--- src/hdl/otb_pkg.sv ---
// Shared types and constants for the Otsu threshold binarizer.
package otb_pkg;

   localparam logic CMD_HIST  = 1'b0;
   localparam logic CMD_CLASS = 1'b1;

   localparam logic KIND_THRESHOLD = 1'b0;
   localparam logic KIND_PIXEL     = 1'b1;

   localparam logic [7:0] WHITE_LEVEL = 8'd255;

   typedef struct packed {
      logic       command;
      logic [7:0] pixel;
      logic       last;
   } req_item_type;

   typedef struct packed {
      logic       result_kind;
      logic [7:0] threshold_level;
      logic [7:0] binary_pixel;
   } rsp_item_type;

endpackage

--- src/hdl/otb_front.sv ---
// Front end: accepts input items into a short queue for the back end.
module otb_front (
   input  logic                  clock,
   input  logic                  reset,
   input  logic                  req_push,
   output logic                  req_full,
   input  otb_pkg::req_item_type req_item,
   output logic                  q_valid,
   output otb_pkg::req_item_type q_item,
   input  logic                  q_take
);
   import otb_pkg::*;

   // two-entry queue
   req_item_type mem_ff [2];
   logic         wp_ff, wp_in, rp_ff, rp_in;
   logic [1:0]   cnt_ff, cnt_in;
   logic         do_push, do_pop;

   assign req_full = (cnt_ff == 2'd2);
   assign q_valid  = (cnt_ff != 2'd0);
   assign q_item   = mem_ff[rp_ff];
   assign do_push  = req_push && !req_full;
   assign do_pop   = q_take && q_valid;

   always_comb begin
      wp_in  = do_push ? ~wp_ff : wp_ff;
      rp_in  = do_pop ? ~rp_ff : rp_ff;
      cnt_in = cnt_ff + {1'b0, do_push} - {1'b0, do_pop};
   end

   always_ff @(posedge clock) begin
      if (reset) begin
         wp_ff  <= 1'b0;
         rp_ff  <= 1'b0;
         cnt_ff <= 2'd0;
      end else begin
         wp_ff  <= wp_in;
         rp_ff  <= rp_in;
         cnt_ff <= cnt_in;
      end
   end

   always_ff @(posedge clock) begin
      if (do_push) begin
         mem_ff[wp_ff] <= req_item;
      end
   end
endmodule

--- config.mk ---
export PLATFORM = sky130hd
export DESIGN_NAME = otb_front
export DESIGN_NICKNAME = d
export VERILOG_FILES = /design/src/hdl/otb_pkg.sv /design/src/hdl/otb_front.sv
export SDC_FILE = /design/constraint.sdc
export NUM_CORES = 1
export LEC_CHECK = 0
export ABC_AREA = 1
export ABC_CLOCK_PERIOD_IN_PS = 1930
export BUFFER_PORTS_ARGS = -buffer_cell sky130_fd_sc_hd__buf_2
export CORE_UTILIZATION = 50
export CTS_CLUSTER_SIZE = 12
export DETAILED_ROUTE_END_ITERATION = 8
export PLACE_DENSITY = 0.76
export SYNTH_ARGS = -nofsm -noshare
export SYNTH_HDL_FRONTEND = slang
export SYNTH_SLANG_ARGS = --single-unit
export TNS_END_PERCENT = 50
--- constraint.sdc ---
create_clock -name clock -period 1.93 [get_ports clock]
set_input_delay 0.0965 -clock clock [delete_from_list [all_inputs] [get_ports clock]]
set_output_delay 0.0965 -clock clock [all_outputs]
set_load 0.01 [all_outputs]
==> results of run 1 <==
[repair_timing]
item / in CTS / in global routing
hold buffers: 11 / 0
resized for setup: 0 / 0
endpoints found under the setup margin: 0 / 0
endpoints found under the hold margin: 21 / 0
[per-layer routing]
layer  GRT usage [%]  vias up  wire length, um
met3            4.23        2               64
met4            8.57        0               21
li1                -      315                -
met5               0        -                0
met1            18.5      286              683
met2            28.3       20              751
[power by group]
group	internal, mW	total (mW)	switching, mW	leakage (nW)
Combinational	0.248	0.476	0.227	0.334
Clock	0.0773	0.219	0.142	0.0177
Sequential	0.688	0.757	0.0688	0.228
Total	1.01	1.45	0.438	0.580
[registers in the layout, summed over array words and instances, names as in the netlist, named ones only]
| name | flops |
|---|---|
| wp_ff | 1 |
| cnt_ff | 2 |
| rp_ff | 1 |
| mem_ff | 20 |
[final cells by class]
cell class                      instances  area, um2  area share, %
Clock buffer                            3       22.5           1.73
Clock inverter                          1       5.00          0.384
Inverter                                9       33.8           2.59
Multi-Input combinational cell         34        267           20.5
Sequential cell                        25        701           53.8
Tap cell                               25       31.3           2.40
Timing Repair Buffer                   37        243           18.6
[path summary, 6_finish.rpt]
kind              slack [ps]        end       from
setup / recovery         290  q_item[1]  flip-flop
hold / removal            60      wp_ff   req_push
setup reg to reg         430  cnt_ff[1]  cnt_ff[0]
hold reg to reg          540      wp_ff      wp_ff
[logic make-up after synthesis]
logic type | after synthesis | share of synthesized area (%)
and+or+nand+nor | 20 | 8.03
DFF | 25 | 69.2
buffers and inverters | 10 | 4.45
AOI/OAI and AO/OA | 2 | 0.989
adders and majority gates | 2 | 2.47
muxes | 10 | 14.8
[worst max-delay path: stages (launching register included)]
cell and delay [ps]:
dfxtp_1 730, mux2_4 360, buf_2 140
[Yosys cell counts, drive strengths merged]
| library cell | n | area (um2) |
|---|---|---|
| edfxtp | 20 | 601 |
| nand2 | 8 | 30.0 |
| a21oi | 2 | 10.0 |
| buf | 1 | 11.3 |
| inv | 9 | 33.8 |
| dfxtp | 5 | 100 |
| nand3 | 3 | 15.0 |
| ha | 2 | 25.0 |
| mux2 | 10 | 150 |
| nor2 | 9 | 36.3 |
[stage by stage]
step / hold slack, ps / instances / cell area [um2] / util, %
2_1_floorplan: 168 / 69 / 1010 / -
3_3_place_gp: 267 / 119 / 1160 / 64.7
3_5_place_dp: 272 / 119 / 1160 / 64.7
4_1_cts: 55.2 / 134 / 1300 / 72.3
5_1_grt: 94.9 / 134 / 1300 / 72.3
6_report: 61.6 / 134 / 1300 / 72.3
==> impl_metrics.json, run 1 <==
{
  "path_max_fanout": 10,
  "crit_path_end_kind": "primary output",
  "hpwl_um": 985,
  "reg2reg_depth": 10,
  "numCtsBuffers": 3,
  "grt_pass1_vias": 593,
  "worstMarginPinSlew_ps": 610,
  "setup_viol": 0,
  "setup_tns_ps": 0,
  "clock-root-buffer": "clkbuf_4",
  "start_util_pct": 56.2,
  "rows": 15,
  "postRouteAntennaNets": 0,
  "cts_setup_buffers": 0,
  "min_path_type": "in2reg",
  "clockBufferDepth": 2,
  "drc": 0,
  "ir_drop_uv": 853,
  "relSlewSlack_pct": 59.3,
  "drv_slew": 0,
  "clk_pin_slew_worst_paths_ps": 130,
  "chipWidth_um": 47.0,
  "cp_data_arrival_time_ps": 1540,
  "fin_ws_ps": 289,
  "vias_per_cell": 4.65,
  "grt_usage_pct": 16.3,
  "coreArea_um2": 1800,
  "gp_congestion": 0.711,
  "synth_cell_types": 11,
  "worstSetupPathType": "reg2out",
  "htreeDepth": 1,
  "start_kind": "flip-flop",
  "final_cell_mix": "buf_2, edfxtp_1, dlygate4sd3_1",
  "grt_max_degree": 15,
  "grt_overflow": 0,
  "cap_violations": 0,
  "clkSinkCount": 25,
  "total_power_mw": 1.45,
  "power.leakage_nw": 0.580,
  "status": "finished, final reports clean",
  "die_h_um": 47.0,
  "synth.cell_area_um2": 1010,
  "syn-num-nets": 85,
  "avgRoutedWirePerCell_um": 11.3,
  "rsz0062_at_grt": "no",
  "power.density_nw_per_um2": 1110,
  "port_buffers": 25,
  "whs_path_depth": 3,
  "place_ws_ps": 454,
  "crit_required_ps": 1830,
  "synth_seq_cells": 25,
  "wirelength_um": 1520,
  "first_pass_iters": 2,
  "netlist_instances": 69,
  "vias": 623,
  "syn_to_final_growth_pct": 28.7,
  "num_antenna_cells": 0,
  "drt_iter0_drc": 4,
  "antenna_found_initial": 0,
  "fin_nets": 126,
  "final_layout_size_suffix_gt1_share_pct": 37.6,
  "avgSynthCellArea_um2": 14.7,
  "ys_warn_count": 0,
  "fill_cells": 140,
  "finClkSkew_ps": 9.12,
  "ys_seq_area_share_pct": 69.2,
  "fin_crit_sh_pct": 85.0,
  "cts_tree": "built",
  "die_area_um2": 2210,
  "clock.fmax_ghz": 0.609,
  "finalHoldViolations": 0,
  "pin_count": 26,
  "fin_crit_ps": 1640,
  "insertion_delay_ps": 310,
  "grt_pass1_wl_um": 2340,
  "final_common_cell": "buf_2"
}
Power figures use the tool's default switching activity.
==> run 2: changes to the inputs <==
- ABC_AREA: 1 -> default
- CORE_UTILIZATION: 50 -> 49
- PLACE_DENSITY: 0.76 -> 0.75
==> run 2 against run 1 <==
Compared with the run above: hold slack improved by 110 ps; register-to-register slack worse by 80 ps; clock power hardly changed; power is 7.9% lower; non-clock buffer count decreased by 1; combinational power fell by 19%; global-route usage fell by 1.1 points; clock skew down 6.7 ps; area after synthesis shrank 5.8%; setup slack improved by 64 ps; critical path depth up 2; critical path type is now reg2reg; critical endpoint is now mem_ff[0][7].
==> impl_metrics.json, run 2 <==
{
  "placed_area_um2": 1100,
  "hp-start": "req_push",
  "syn_to_final_growth_pct": 30.2,
  "clk_pin_slew_worst_paths_ps": 120,
  "async_flop_share_pct": 0,
  "timing.rr.start": "cnt_ff[0]",
  "ys_seq_area_share_pct": 73.5,
  "grt_pass1_wl_um": 2100,
  "finClkSkew_ps": 2.45,
  "relSlewSlack_pct": 68.9,
  "stdcell_area_um2": 1240,
  "numCtsBuffers": 3,
  "clock-root-buffer": "clkbuf_4",
  "start_kind": "flip-flop",
  "avgRoutedWirePerCell_um": 12.0,
  "reg2reg_depth": 4,
  "port_buffers": 25,
  "num_antenna_cells": 0,
  "synth_edf_count": 20,
  "synth.cell_area_um2": 953,
  "synthFlopType": "edfxtp_1",
  "path_max_fanout": 10,
  "synth_most_common_cell": "edfxtp_1",
  "final_layout_size_suffix_gt1_share_pct": 35.4,
  "insertion_delay_ps": 300,
  "wl_met1_um": 591,
  "vias_per_cell": 4.64,
  "fin_util_pct": 69.6,
  "final_cell_mix": "buf_2, edfxtp_1, dlygate4sd3_1",
  "ir_drop_uv": 716,
  "avgSynthCellArea_um2": 16.7,
  "cts_setup_buffers": 0,
  "total_power_mw": 1.34,
  "chipWidth_um": 46.1,
  "rsz0062_at_grt": "no",
  "clkSinkCount": 25,
  "synth_cell_types": 20,
  "first_pass_iters": 4,
  "synth.area.top_cells": "edfxtp_1, mux2_1, dfxtp_1, ha_1, xnor2_1",
  "reg_top3": "mem_ff: 20 flops, cnt_ff: 2 flops",
  "power.density_nw_per_um2": 1080,
  "grt_pass1_vias": 505,
  "met2_wirelength_um": 792,
  "cpLargestDelayFamily": "simple AND/OR/NAND/NOR gates",
  "rows": 15,
  "die_h_um": 46.1,
  "critical_path.max_stage_delay_ps": 390,
  "slowest_stage": "dfxtp_1",
  "synth_seq_cells": 25,
  "synth_commonest_cells": "edfxtp_1, mux2_1, dfxtp_1, inv_1, nor2_1",
  "postRouteAntennaNets": 0,
  "dr_wl_met3_um": 51,
  "setup_viol": 0,
  "start_util_pct": 53.5,
  "cp_data_arrival_time_ps": 1550,
  "synth_top_cell_area_share_pct": 63.0,
  "fill_cells": 127,
  "clockBufferDepth": 2,
  "top_register": "mem_ff",
  "drv_slew": 0,
  "topRoutingLayerUsed": "met4",
  "largest_register_ffs": 20,
  "antenna_found_initial": 0,
  "setup_tns_ps": 0,
  "path_cells": "nand2b_2 > inv_2 > or3_1 > inv_1",
  "r2r-end": "mem_ff[0][7]",
  "final-seq-area_um2": 701,
  "coreArea_um2": 1780,
  "min_path_type": "in2reg",
  "clock.fmax_ghz": 0.634,
  "crit_required_ps": 1900,
  "drc": 0,
  "fin_nets": 113,
  "pin_count": 26,
  "whs_path_depth": 4,
  "syn-num-nets": 73,
  "multiInputGateArea_um2": 233,
  "grt_max_degree": 14,
  "synth_area_leader_cell": "edfxtp_1",
  "drt_iter0_drc": 7,
  "path_buf_inv": 2,
  "gp_congestion": 0.639,
  "crit_path_end_kind": "flip-flop",
  "netlist_instances": 57,
  "htreeDepth": 1,
  "grt_overflow": 0,
  "power.leakage_nw": 0.512,
  "final_common_cell": "buf_2",
  "cap_violations": 0,
  "hold_end": "wp_ff",
  "grt_usage_pct": 15.3,
  "fin_crit_sh_pct": 81.7,
  "finalHoldViolations": 0,
  "vias": 561,
  "die_area_um2": 2130,
  "fin_crit_ps": 1580,
  "ys_warn_count": 0,
  "wirelength_um": 1450,
  "worstMarginPinSlew_ps": 466,
  "status": "finished, final reports clean",
  "r2r_slack_ps": 350,
  "worstSetupPathType": "reg2reg",
  "cts_tree": "built"
}
[run 2: cell types whose count changed in the layout (fill, tap and decap cells not counted), moves of 2 or more]
| cell | previous run | this run |
|---|---|---|
| inv_1 | 9 | 3 |
| mux2_4 | 10 | 0 |
| nand2_1 | 8 | 1 |
| nor2_1 | 8 | 3 |
| nand3_1 | 3 | 0 |
| mux2_1 | 0 | 9 |
| xnor2_1 | 0 | 2 |
[run 2: worst register-to-register path: stages, from the launching register on]
cell,delay [ps]
dfxtp_1,390
nand2b_2,160
inv_2,40
or3_1,330
inv_1,330
[run 2: repair_timing]
item	in CTS	in global routing
endpoints found under the hold margin	20	3
hold buffers	10	1
resized for setup	0	0
[run 2: report_power, final]
part           switching [mW]  internal, mW
Sequential             0.0606         0.676
Clock                   0.136        0.0805
Combinational           0.182         0.203
Total                   0.378         0.959
[run 2: final cells by class]
type / count / share of cell area, %
Tap cell: 25 / 2.52
Sequential cell: 25 / 56.5
Inverter: 4 / 1.21
Clock buffer: 4 / 2.12
Multi-Input combinational cell: 27 / 18.7
Timing Repair Buffer: 36 / 19.0
[run 2: stage by stage]
step           setup WS, ps  instances  hold WS [ps]
4_1_cts                 336        120          1.51
3_5_place_dp            356        106           288
3_3_place_gp            383        106           283
6_report                353        121           174
5_1_grt                 274        121           166
2_1_floorplan           470         57           166
[run 2: logic make-up after synthesis]
| logic type | after synthesis | synth area share (%) |
|---|---|---|
| XOR/XNOR | 3 | 2.76 |
| adder cells (fa/ha/maj) | 2 | 2.62 |
| AND/OR/NAND/NOR | 9 | 5.25 |
| buffers and inverters | 5 | 2.10 |
| AO/OA/AOI/OAI | 3 | 1.97 |
| multiplexers | 10 | 11.8 |
| flip-flops | 25 | 73.5 |
[run 2: worst max-delay path by stage]
stage / cells after the start / slack (ps) / end / start
final: 4 / 350 / mem_ff[0][7] / cnt_ff[0]
after global routing: 4 / 270 / mem_ff[0][8] / cnt_ff[0]
after CTS: 4 / 340 / mem_ff[0][8] / cnt_ff[0]
after detailed placement: 4 / 360 / mem_ff[0][8] / cnt_ff[0]
after global placement: 4 / 380 / mem_ff[0][3] / cnt_ff[0]
after floorplan: 7 / 470 / cnt_ff[1] / cnt_ff[1]
[run 2: metal layers]
| metal | GRT usage (%) | vias up |
|---|---|---|
| li1 | - | 286 |
| met1 | 17.0 | 257 |
| met2 | 25.4 | 16 |
| met3 | 5.10 | 2 |
| met4 | 8.82 | 0 |
| met5 | 0 | - |
==> run 3: changes to the inputs <==
- ABC_CLOCK_PERIOD_IN_PS: 1930 -> 1600
- clock period: 1.93 -> 1.6 ns (I/O delays scaled with it)
==> run 3 against run 2 <==
Compared with the run above: setup slack worse by 320 ps; power up 29%; die area did not move; clock skew rose by 6.1 ps; critical path depth rose by 3; first-iteration DRC count unchanged; sequential power rose by 23%; cell count rose by 2.5%; final area grew 4.9%; combinational power rose by 42%; critical path type unchanged; critical endpoint is now cnt_ff[1]; largest power group unchanged.
==> impl_metrics.json, run 3 (same netlist as run 2, synthesis figures left out) <==
{
  "hold_slack_ps": 152,
  "avgRoutedWirePerCell_um": 12.2,
  "r2r_slack_ps": 30,
  "use_met2_pct": 29.6,
  "ir_drop_uv": 988,
  "antenna_found_initial": 0,
  "die_h_um": 46.1,
  "grt_overflow": 0,
  "cts_tree": "built",
  "rsz0062_at_grt": "yes",
  "hpwl_um": 959,
  "vias": 582,
  "use_met1_pct": 15.5,
  "fin_crit_sh_pct": 97.9,
  "numCtsBuffers": 3,
  "stdcell_area_um2": 1300,
  "worstSetupPathType": "reg2reg",
  "finalHoldViolations": 0,
  "start_util_pct": 53.5,
  "worstMarginPinSlew_ps": 258,
  "insertion_delay_ps": 310,
  "reg_top3": "mem_ff: 20 flops, cnt_ff: 2 flops",
  "postRouteAntennaNets": 0,
  "coreArea_um2": 1780,
  "syn_to_final_growth_pct": 36.6,
  "clk_pin_slew_worst_paths_ps": 130,
  "drc": 0,
  "final_cell_mix": "buf_2, edfxtp_1, dlygate4sd3_1",
  "chipWidth_um": 46.1,
  "relSlewSlack_pct": 82.8,
  "vias_per_cell": 4.69,
  "path_max_fanout": 4,
  "cap_violations": 0,
  "power.density_nw_per_um2": 1330,
  "finClkSkew_ps": 8.55,
  "grt_usage_pct": 15.6,
  "pin_count": 26,
  "final_common_cell": "buf_2",
  "start_kind": "flip-flop",
  "num_antenna_cells": 0,
  "rows": 15,
  "clock.fmax_ghz": 0.638,
  "grt_max_degree": 16,
  "grt.busiest_layer": "met2",
  "fin_crit_ps": 1570,
  "drv_slew": 0,
  "placed_area_um2": 1120,
  "grt_pass1_wl_um": 2190,
  "cp_data_arrival_time_ps": 1790,
  "htreeDepth": 1,
  "status": "finished, final reports clean",
  "fin_nets": 116,
  "crit_required_ps": 1820,
  "setup_viol": 0,
  "gp_congestion": 0.648,
  "min_path_type": "in2reg",
  "port_buffers": 25,
  "first_pass_iters": 3,
  "drt_iter0_drc": 7,
  "final_layout_size_suffix_gt1_share_pct": 44.4,
  "clockBufferDepth": 2,
  "grt_pass1_vias": 565,
  "clkSinkCount": 25,
  "gr-usage-met3_pct": 3.92,
  "die_area_um2": 2130,
  "fill_cells": 128,
  "wirelength_um": 1510,
  "top_register": "mem_ff",
  "crit_path_end_kind": "flip-flop",
  "clock-root-buffer": "clkbuf_4",
  "power.leakage_nw": 0.527,
  "largest_register_ffs": 20
}
[run 3: cell types whose count changed in the layout (fill, tap and decap cells not counted), sizes merged]
cell and change:
buf +3, clkbuf -1, clkinvlp +1
[run 3: through the flow]
| step | setup WS, ps | total power, mW | setup TNS [ps] | instances | util (%) |
|---|---|---|---|---|---|
| after detailed placement | 53.7 | 1.37 | 0 | 108 | 62.8 |
| after global placement | 118 | 1.35 | 0 | 108 | 62.8 |
| after global routing | -19.2 | 1.82 | -19.2 | 124 | 73.1 |
| after CTS | 37.5 | 1.66 | 0 | 123 | 70.7 |
| after floorplan | 140 | 1.20 | 0 | 57 | - |
| final | 33.5 | 1.73 | 0 | 124 | 73.1 |
[run 3: layout make-up]
type	count	area [um2]	area share [%]
repair buffers	39	258	19.8
multi-input cells	27	259	19.9
clock inverters	1	7.51	0.576
flip-flops and latches	25	709	54.5
clock buffers	3	22.5	1.73
inverters	4	15.0	1.15
well taps	25	31.3	2.40
[run 3: worst max-delay path: stages (launching register included)]
cell     delay [ps]
dfxtp_4         380
o21a_4          220
ha_1            290
inv_2            40
ha_4            150
xor2_2          160
xnor2_1         160
nor2_1           70
[run 3: what timing repair did]
action | 4_1_cts | 5_1_grt
setup buffers | 0 | 1
hold buffers | 11 | 0
setup endpoints to repair | 0 | 9
hold endpoints to repair | 25 | 0
gates resized for setup | 0 | 10
[run 3: power breakdown]
part | switching, mW | internal [mW]
Combinational | 0.247 | 0.298
Sequential | 0.0783 | 0.830
Clock | 0.178 | 0.0953
[run 3: final timing paths]
kind                                 from   endpoint  depth (start not counted)
worst min-delay path             req_push      wp_ff                          4
worst max register to register  cnt_ff[1]  cnt_ff[1]                          7
worst max-delay path            cnt_ff[1]  cnt_ff[1]                          7
worst min register to register      wp_ff      wp_ff                          2
[run 3: layer usage]
metal / share of wire [%] / up-vias
li1: - / 290
met1: 39 / 274
met2: 56 / 16
met3: 3.6 / 2
met4: 0.93 / 0
met5: 0 / -
